===== config.mk =====
export PLATFORM = sky130hd
export DESIGN_NAME = wwvb_time_code_frame_encoder
export DESIGN_NICKNAME = d
export VERILOG_FILES = /design/src/hdl/wtce_pkg.sv /design/src/hdl/wtce_front.sv /design/src/hdl/wtce_queue.sv /design/src/hdl/wtce_back.sv /design/src/hdl/wwvb_time_code_frame_encoder.sv
export SDC_FILE = /design/constraint.sdc
export NUM_CORES = 1
export LEC_CHECK = 0
export BUFFER_PORTS_ARGS = -buffer_cell sky130_fd_sc_hd__buf_4
export CAP_MARGIN = 20
export CORE_ASPECT_RATIO = 0.5
export CORE_MARGIN = 10
export CORE_UTILIZATION = 35
export DETAILED_ROUTE_END_ITERATION = 12
export PLACE_DENSITY_LB_ADDON = 0.1
export SYNTH_ARGS = -nofsm -noshare
export SYNTH_HDL_FRONTEND = slang
export SYNTH_SLANG_ARGS = --single-unit

===== constraint.sdc =====
create_clock -name i_clk -period 8.37 [get_ports i_clk]
set_input_delay 0 -clock i_clk [delete_from_list [all_inputs] [get_ports i_clk]]
set_output_delay 0 -clock i_clk [all_outputs]
set_load 0.02 [all_outputs]

===== src/hdl/wtce_pkg.sv =====
package wtce_pkg;

    localparam int FRAME_LEN   = 60;
    localparam int INDEX_W     = 6;
    localparam int MS_W        = 10;
    localparam int QUEUE_DEPTH = 2;

    localparam logic [MS_W-1:0] MS_MARK   = 10'd800;
    localparam logic [MS_W-1:0] MS_ONE    = 10'd500;
    localparam logic [MS_W-1:0] MS_ZERO   = 10'd200;
    localparam logic [MS_W-1:0] MS_FULL_MARK = 10'd200;
    localparam logic [MS_W-1:0] MS_FULL_ONE  = 10'd500;
    localparam logic [MS_W-1:0] MS_FULL_ZERO = 10'd800;

    localparam logic [INDEX_W-1:0] LAST_INDEX = 6'd59;

    typedef enum logic [1:0] {
        KIND_ZERO = 2'd0,
        KIND_ONE  = 2'd1,
        KIND_MARK = 2'd2
    } t_kind;

    // one bit per second, set where the frame carries a one
    typedef logic [FRAME_LEN-1:0] t_frame;

    typedef struct packed {
        t_kind             kind;
        logic [INDEX_W-1:0] index;
        logic [MS_W-1:0]    reduced_ms;
        logic [MS_W-1:0]    full_ms;
        logic               last;
    } t_symbol;

    function automatic logic is_marker(input logic [INDEX_W-1:0] idx);
        is_marker = (idx == 6'd0)  || (idx == 6'd9)  || (idx == 6'd19) ||
                    (idx == 6'd29) || (idx == 6'd39) || (idx == 6'd49) ||
                    (idx == 6'd59);
    endfunction

    function automatic logic [MS_W-1:0] reduced_of(input t_kind k);
        case (k)
            KIND_MARK: reduced_of = MS_MARK;
            KIND_ONE:  reduced_of = MS_ONE;
            default:   reduced_of = MS_ZERO;
        endcase
    endfunction

    function automatic logic [MS_W-1:0] full_of(input t_kind k);
        case (k)
            KIND_MARK: full_of = MS_FULL_MARK;
            KIND_ONE:  full_of = MS_FULL_ONE;
            default:   full_of = MS_FULL_ZERO;
        endcase
    endfunction

endpackage


===== src/hdl/wtce_front.sv =====
module wtce_front (
    input  logic                i_clk,
    input  logic                i_rst_n,
    input  logic                i_valid,
    output logic                o_ready,
    input  logic [5:0]          i_minute,
    input  logic [4:0]          i_hour,
    input  logic [8:0]          i_day_of_year,
    input  logic [6:0]          i_year_two_digit,
    input  logic                i_dst_now,
    input  logic                i_dst_next,
    output logic                o_push_valid,
    input  logic                i_push_ready,
    output wtce_pkg::t_frame    o_frame
);

    // tens digit of a value below 100, by reciprocal multiply
    function automatic logic [3:0] tens_of(input logic [6:0] v);
        logic [14:0] prod;
        prod    = 15'(v) * 15'd205;
        tens_of = prod[14:11];
    endfunction

    function automatic logic [3:0] ones_of(input logic [6:0] v, input logic [3:0] t);
        logic [6:0] diff;
        diff    = v - 7'(t) * 7'd10;
        ones_of = diff[3:0];
    endfunction

    logic        r_valid;
    wtce_pkg::t_frame r_frame;
    wtce_pkg::t_frame n_frame;

    logic [5:0]  minute_c;
    logic [4:0]  hour_c;
    logic [8:0]  day_c;
    logic [6:0]  year_c;
    logic [1:0]  day_hund;
    logic [8:0]  day_rem9;
    logic [6:0]  day_rem;
    logic [3:0]  min_t, min_o, hour_t, hour_o, day_t, day_o, year_t, year_o;

    assign o_ready      = !r_valid || i_push_ready;
    assign o_push_valid = r_valid;
    assign o_frame      = r_frame;

    always_comb begin
        minute_c = (i_minute > 6'd59) ? 6'd59 : i_minute;
        hour_c   = (i_hour > 5'd23) ? 5'd23 : i_hour;
        year_c   = (i_year_two_digit > 7'd99) ? 7'd99 : i_year_two_digit;
        if (i_day_of_year == 9'd0) begin
            day_c = 9'd1;
        end else if (i_day_of_year > 9'd366) begin
            day_c = 9'd366;
        end else begin
            day_c = i_day_of_year;
        end

        if (day_c >= 9'd300) begin
            day_hund = 2'd3;
            day_rem9 = day_c - 9'd300;
        end else if (day_c >= 9'd200) begin
            day_hund = 2'd2;
            day_rem9 = day_c - 9'd200;
        end else if (day_c >= 9'd100) begin
            day_hund = 2'd1;
            day_rem9 = day_c - 9'd100;
        end else begin
            day_hund = 2'd0;
            day_rem9 = day_c;
        end
        day_rem = day_rem9[6:0];

        min_t  = tens_of(7'(minute_c));
        min_o  = ones_of(7'(minute_c), min_t);
        hour_t = tens_of(7'(hour_c));
        hour_o = ones_of(7'(hour_c), hour_t);
        day_t  = tens_of(day_rem);
        day_o  = ones_of(day_rem, day_t);
        year_t = tens_of(year_c);
        year_o = ones_of(year_c, year_t);

        // bcd fields go msb first in rising second order
        n_frame     = '0;
        n_frame[1]  = min_t[2];
        n_frame[2]  = min_t[1];
        n_frame[3]  = min_t[0];
        n_frame[5]  = min_o[3];
        n_frame[6]  = min_o[2];
        n_frame[7]  = min_o[1];
        n_frame[8]  = min_o[0];
        n_frame[12] = hour_t[1];
        n_frame[13] = hour_t[0];
        n_frame[15] = hour_o[3];
        n_frame[16] = hour_o[2];
        n_frame[17] = hour_o[1];
        n_frame[18] = hour_o[0];
        n_frame[22] = day_hund[1];
        n_frame[23] = day_hund[0];
        n_frame[25] = day_t[3];
        n_frame[26] = day_t[2];
        n_frame[27] = day_t[1];
        n_frame[28] = day_t[0];
        n_frame[30] = day_o[3];
        n_frame[31] = day_o[2];
        n_frame[32] = day_o[1];
        n_frame[33] = day_o[0];
        n_frame[37] = 1'b1;
        n_frame[45] = year_t[3];
        n_frame[46] = year_t[2];
        n_frame[47] = year_t[1];
        n_frame[48] = year_t[0];
        n_frame[50] = year_o[3];
        n_frame[51] = year_o[2];
        n_frame[52] = year_o[1];
        n_frame[53] = year_o[0];
        n_frame[55] = (year_c[1:0] == 2'd0);
        n_frame[57] = i_dst_next;
        n_frame[58] = i_dst_now;
    end

    always_ff @(posedge i_clk) begin
        if (!i_rst_n) begin
            r_valid <= 1'b0;
        end else if (o_ready) begin
            r_valid <= i_valid;
        end
    end

    always_ff @(posedge i_clk) begin
        if (o_ready && i_valid) begin
            r_frame <= n_frame;
        end
    end

endmodule


===== src/hdl/wtce_queue.sv =====
module wtce_queue #(
    parameter int DEPTH = wtce_pkg::QUEUE_DEPTH
) (
    input  logic             i_clk,
    input  logic             i_rst_n,
    input  logic             i_push,
    output logic             o_push_ready,
    input  wtce_pkg::t_frame i_frame,
    output logic             o_valid,
    input  logic             i_pop,
    output wtce_pkg::t_frame o_frame
);

    localparam int PTR_W = $clog2(DEPTH);
    localparam int CNT_W = $clog2(DEPTH + 1);

    wtce_pkg::t_frame r_mem [DEPTH];
    logic [PTR_W-1:0] r_wr_ptr, r_rd_ptr;
    logic [CNT_W-1:0] r_count;
    logic             do_push, do_pop;

    assign o_push_ready = (r_count != CNT_W'(DEPTH));
    assign o_valid      = (r_count != '0);
    assign o_frame      = r_mem[r_rd_ptr];
    assign do_push      = i_push && o_push_ready;
    assign do_pop       = i_pop && o_valid;

    always_ff @(posedge i_clk) begin
        if (!i_rst_n) begin
            r_wr_ptr <= '0;
            r_rd_ptr <= '0;
            r_count  <= '0;
        end else begin
            if (do_push) begin
                r_wr_ptr <= (r_wr_ptr == PTR_W'(DEPTH - 1)) ? '0 : r_wr_ptr + 1'b1;
            end
            if (do_pop) begin
                r_rd_ptr <= (r_rd_ptr == PTR_W'(DEPTH - 1)) ? '0 : r_rd_ptr + 1'b1;
            end
            if (do_push && !do_pop) begin
                r_count <= r_count + 1'b1;
            end else if (do_pop && !do_push) begin
                r_count <= r_count - 1'b1;
            end
        end
    end

    always_ff @(posedge i_clk) begin
        if (do_push) begin
            r_mem[r_wr_ptr] <= i_frame;
        end
    end

endmodule


===== src/hdl/wtce_back.sv =====
module wtce_back (
    input  logic              i_clk,
    input  logic              i_rst_n,
    input  logic              i_valid,
    input  wtce_pkg::t_frame  i_frame,
    output logic              o_pop,
    output logic              o_valid,
    input  logic              i_ready,
    output wtce_pkg::t_symbol o_symbol
);

    logic [wtce_pkg::INDEX_W-1:0] r_cnt;
    logic                         r_valid;
    wtce_pkg::t_symbol            r_symbol;
    wtce_pkg::t_symbol            n_symbol;
    logic                         advance;
    logic                         emit;
    wtce_pkg::t_kind              kind;

    assign advance  = !r_valid || i_ready;
    assign emit     = advance && i_valid;
    assign o_pop    = emit && (r_cnt == wtce_pkg::LAST_INDEX);
    assign o_valid  = r_valid;
    assign o_symbol = r_symbol;

    always_comb begin
        if (wtce_pkg::is_marker(r_cnt)) begin
            kind = wtce_pkg::KIND_MARK;
        end else if (i_frame[r_cnt]) begin
            kind = wtce_pkg::KIND_ONE;
        end else begin
            kind = wtce_pkg::KIND_ZERO;
        end
        n_symbol.kind       = kind;
        n_symbol.index      = r_cnt;
        n_symbol.reduced_ms = wtce_pkg::reduced_of(kind);
        n_symbol.full_ms    = wtce_pkg::full_of(kind);
        n_symbol.last       = (r_cnt == wtce_pkg::LAST_INDEX);
    end

    always_ff @(posedge i_clk) begin
        if (!i_rst_n) begin
            r_valid <= 1'b0;
            r_cnt   <= '0;
        end else if (advance) begin
            r_valid <= i_valid;
            if (i_valid) begin
                r_cnt <= (r_cnt == wtce_pkg::LAST_INDEX) ? '0 : r_cnt + 1'b1;
            end
        end
    end

    always_ff @(posedge i_clk) begin
        if (emit) begin
            r_symbol <= n_symbol;
        end
    end

endmodule


===== src/hdl/wwvb_time_code_frame_encoder.sv =====
// path: front frame register, frame queue, then the output symbol register
// throughput: 60 symbols per time stamp, one a cycle unless the sink stalls
// a two-entry frame queue lets the next time stamp be taken while a frame still plays out
// reset: synchronous active low, clears valid flags, queue pointers and symbol counter
module wwvb_time_code_frame_encoder #(
    parameter int QUEUE_DEPTH = wtce_pkg::QUEUE_DEPTH
) (
    input  logic        i_clk,
    input  logic        i_rst_n,
    input  logic        s_axis_tvalid,
    output logic        s_axis_tready,
    // minute[5:0], hour[10:6], day_of_year[19:11], year_two_digit[26:20],
    // dst_now[27], dst_next[28], zero[31:29]
    input  logic [31:0] s_axis_tdata,
    output logic        m_axis_tvalid,
    input  logic        m_axis_tready,
    // symbol_index[5:0], reduced_ms[15:6], full_ms[25:16], zero[31:26]
    output logic [31:0] m_axis_tdata,
    // symbol_kind[1:0]
    output logic [1:0]  m_axis_tuser,
    output logic        m_axis_tlast
);

    logic              push_valid, push_ready;
    wtce_pkg::t_frame  push_frame, head_frame;
    logic              head_valid, pop;
    wtce_pkg::t_symbol symbol;

    wtce_front u_front (
        .i_clk            (i_clk),
        .i_rst_n          (i_rst_n),
        .i_valid          (s_axis_tvalid),
        .o_ready          (s_axis_tready),
        .i_minute         (s_axis_tdata[5:0]),
        .i_hour           (s_axis_tdata[10:6]),
        .i_day_of_year    (s_axis_tdata[19:11]),
        .i_year_two_digit (s_axis_tdata[26:20]),
        .i_dst_now        (s_axis_tdata[27]),
        .i_dst_next       (s_axis_tdata[28]),
        .o_push_valid     (push_valid),
        .i_push_ready     (push_ready),
        .o_frame          (push_frame)
    );

    wtce_queue #(
        .DEPTH (QUEUE_DEPTH)
    ) u_queue (
        .i_clk        (i_clk),
        .i_rst_n      (i_rst_n),
        .i_push       (push_valid),
        .o_push_ready (push_ready),
        .i_frame      (push_frame),
        .o_valid      (head_valid),
        .i_pop        (pop),
        .o_frame      (head_frame)
    );

    wtce_back u_back (
        .i_clk    (i_clk),
        .i_rst_n  (i_rst_n),
        .i_valid  (head_valid),
        .i_frame  (head_frame),
        .o_pop    (pop),
        .o_valid  (m_axis_tvalid),
        .i_ready  (m_axis_tready),
        .o_symbol (symbol)
    );

    assign m_axis_tdata = {6'd0, symbol.full_ms, symbol.reduced_ms, symbol.index};
    assign m_axis_tuser = symbol.kind;
    assign m_axis_tlast = symbol.last;

endmodule


==> out/qor.yml <==
run_status:
  status: "finished clean"
grt:
  grtUsageTotal_pct: 10.8
  grt_pass1_vias: 5257
  overflow: 0
  antenna_found_initial: 0
  grt_max_degree: 35
  grt_pass1_wl_um: 27100
cts:
  insertion_delay_ns: 0.40
  tritoncts: "done"
  htreeDepth: 4
  cts_num_sinks: 128
  path_clk_slew_ns: 0.05
  cts_resized: 0
  root_buffer: "clkbuf_16"
  clockBufferDepth: 2
  numCtsBuffers: 17
power_and_ir_drop:
  p_total_mw: 2.41
  power_density_mw_per_mm2: 245
  pwr-share-comb_pct: 35.8
  p_switching_mw: 0.756
  p_clk_share_pct: 27.0
  intPower_mw: 1.65
  ir_drop_v: 0.000113
  p_sw_share_pct: 31.4
  p_leak_nw: 4.16
  seqPwrFrac_pct: 37.2
sta:
  period_needed_ns: 6.72
  hold_viol_final: 0
  fin_setup_tns_ns: 0
  fmax_mhz: 149
  skew_ns: 0.00949
  relSlewSlack_pct: 51.3
  setup_viol: 0
  holdWs_ns: 0.0738
  worst_pin_slew_ns: 0.730
  rsz0062_at_grt: "no"
  min_period_over_period_pct: 80.3
  maxSlewViolCount: 0
synth:
  yosysMostFrequentCell: "ha_1"
  synthTopCellsByArea: "edfxtp_1 (41%), ha_1 (19%), fa_1 (6.6%), inv_1 (3.6%), mux4_2 (3.2%)"
  synth_edf_count: 115
  syn_avg_cell_area_um2: 12.3
  syn_inst: 691
  synth_common_cells: "ha_1 (126), edfxtp_1 (115), inv_1 (82)"
  yosysUniqueCellTypes: 74
  synth-seq-cells: 128
  yosys_warnings: 0
  synthFlopType: "edfxtp_1"
  synth_top_area_cell: "edfxtp_1"
  synth_top_area_share_pct: 40.5
  async_reset_ff_share_pct: 0
  synth-seq-area-share_pct: 43.6
  syn_area_mm2: 0.00852
route:
  totalWireLength_um: 16100
  drtIter0Drc: 264
  via_count: 5090
  ant_nets: 0
  dr.pass1.iters: 4
  drc_errors: 0
  routedWlPerCell_um: 14.9
  viasPerCell: 4.71
finish:
  syn_to_final_growth_pct: 15.4
  final_net_count: 943
  drive_gt1_share_pct: 17.1
  diodes: 0
  utilization_pct: 41.0
  stdcell_area_mm2: 0.00984
worst_setup_path:
  end_kind: "register"
  crit_fanout: 10
  critPathKind: "input pin to register"
  critPathRequiredTime_ns: 8.52
  slowest_delay_ns: 0.52
  cp-start-kind: "input pin"
  arrival_ns: 6.87
  cpLargestDelayFamily: "adder cells"
  crit_path_top_delay_cell: "fa_1"
  critPathBufInv: 5
die:
  rows: 40
  die_h_um: 130
  start_util_pct: 35.5
  die_area_mm2: 0.0314
  core_area_mm2: 0.0240
  io_pins: 73
  die_w_um: 241
place:
  placement.io_buffers: 59
  gp_congestion: 0.780
  place_hpwl_um: 12300
  dpl_cell_area_mm2: 0.00922
min_path:
  hold_class: "input pin to register"
flow_run:
  maxCapViolCount: 0
[registers in the layout (all words and copies together) (netlist names), named ones only]
signal / cells
u_front.o_push_valid: 1
u_queue.r_wr_ptr: 1
u_back.o_valid: 1
u_queue.r_count: 2
u_queue.r_rd_ptr: 1
u_back.o_symbol: 13
u_queue.r_mem: 68
u_front.o_frame: 34
u_back.r_cnt: 6
[power groups by stage]
stage	combinational [mW]	clock, mW	sequential [mW]
global placement	0.866	0	0.906
detailed placement	0.882	0	0.911
floorplan	0.676	0	0.899
global route	1.02	0.698	0.908
CTS	0.892	0.671	0.898
finish	0.862	0.651	0.897
[worst register-to-register path: stages (launching register included)]
cell and delay (ns):
dfxtp_1 0.30, buf_4 0.36, mux4_2 0.61, a21oi_1 0.19
a21oi_1 0.08, a221oi_1 0.30, a21oi_1 0.08, a221oi_1 0.52
nand2_1 0.11
[layout by cell type, fill, tap and decap left out, types with 3 or more instances in the layout]
cell type / synthesis / routed
buf_4: 22 / 64
a21o_1: 4 / 4
clkinvlp_4: 0 / 4
o22ai_1: 3 / 3
conb_1: 1 / 10
xor2_1: 12 / 12
a221oi_1: 4 / 4
dlygate4sd3_1: 0 / 9
mux2i_1: 7 / 7
o21ai_0: 12 / 12
xnor2_1: 28 / 28
nand4_1: 4 / 4
mux4_2: 12 / 12
clkbuf_16: 0 / 17
a21oi_1: 25 / 25
nand2_1: 26 / 26
clkinv_1: 0 / 5
and2_1: 11 / 11
edfxtp_1: 115 / 115
fa_1: 28 / 28
inv_1: 82 / 82
nand3_1: 6 / 6
a31oi_1: 9 / 9
inv_2: 3 / 3
nor2b_1: 7 / 7
nor2_1: 31 / 30
or2_2: 6 / 6
nand2b_1: 9 / 9
mux2_2: 5 / 5
ha_1: 126 / 126
dfxtp_1: 13 / 13
nor3_1: 8 / 8
[path summary, 6_finish.rpt]
kind                  startpoint              endpoint  slack [ns]  cells after the start
min              s_axis_tdata[9]   u_front.o_frame[18]        0.07                      3
min reg2reg  u_front.o_frame[16]  u_queue.r_mem[0][10]        0.44                      0
max reg2reg             register    u_back.o_symbol[8]        5.55                      8
max             s_axis_tdata[13]   u_front.o_frame[30]        1.65                     31
[through the flow]
| stage | setup slack (ns) | instances |
|---|---|---|
| final | 1.65 | 1081 |
| after CTS | 1.59 | 1081 |
| after floorplan | 2.01 | 700 |
| after detailed placement | 1.17 | 1040 |
| after global placement | 1.20 | 1039 |
| after global routing | 1.08 | 1081 |
[routing by layer]
metal	GRT usage, %	routed length, µm
met3	2.34	468
met1	14.7	8110
met5	0	0
met4	2.22	59
met2	17.4	7450
[repair_timing]
action / in CTS / in global routing
hold buffers: 9 / 0
hold endpoints to repair: 17 / 0
setup buffers: 0 / 0
[cells by family (layout without fill, tap and decap cells)]
| family | after synthesis | in the layout | synth area share [%] |
|---|---|---|---|
| AOI/OAI and AO/OA | 90 | 90 | 7.59 |
| xor gates and xnor gates | 41 | 41 | 4.43 |
| adders and majority gates | 154 | 154 | 25.1 |
| buffers and inverters | 125 | 191 | 6.56 |
| DFF | 128 | 128 | 43.6 |
| muxes | 25 | 25 | 4.79 |
| other | 1 | 10 | 0.0440 |
| and+or+nand+nor | 127 | 127 | 7.91 |
[area by class of cell]
class	count	area (µm²)
multi-input combinational	447	4290
sequential	128	3710
fill	2289	14100
clock inverter	13	97.6
timing repair buffer	74	591
inverter	85	319
tap	315	394
clock buffer	19	433
(Power assumes the default switching activity.)
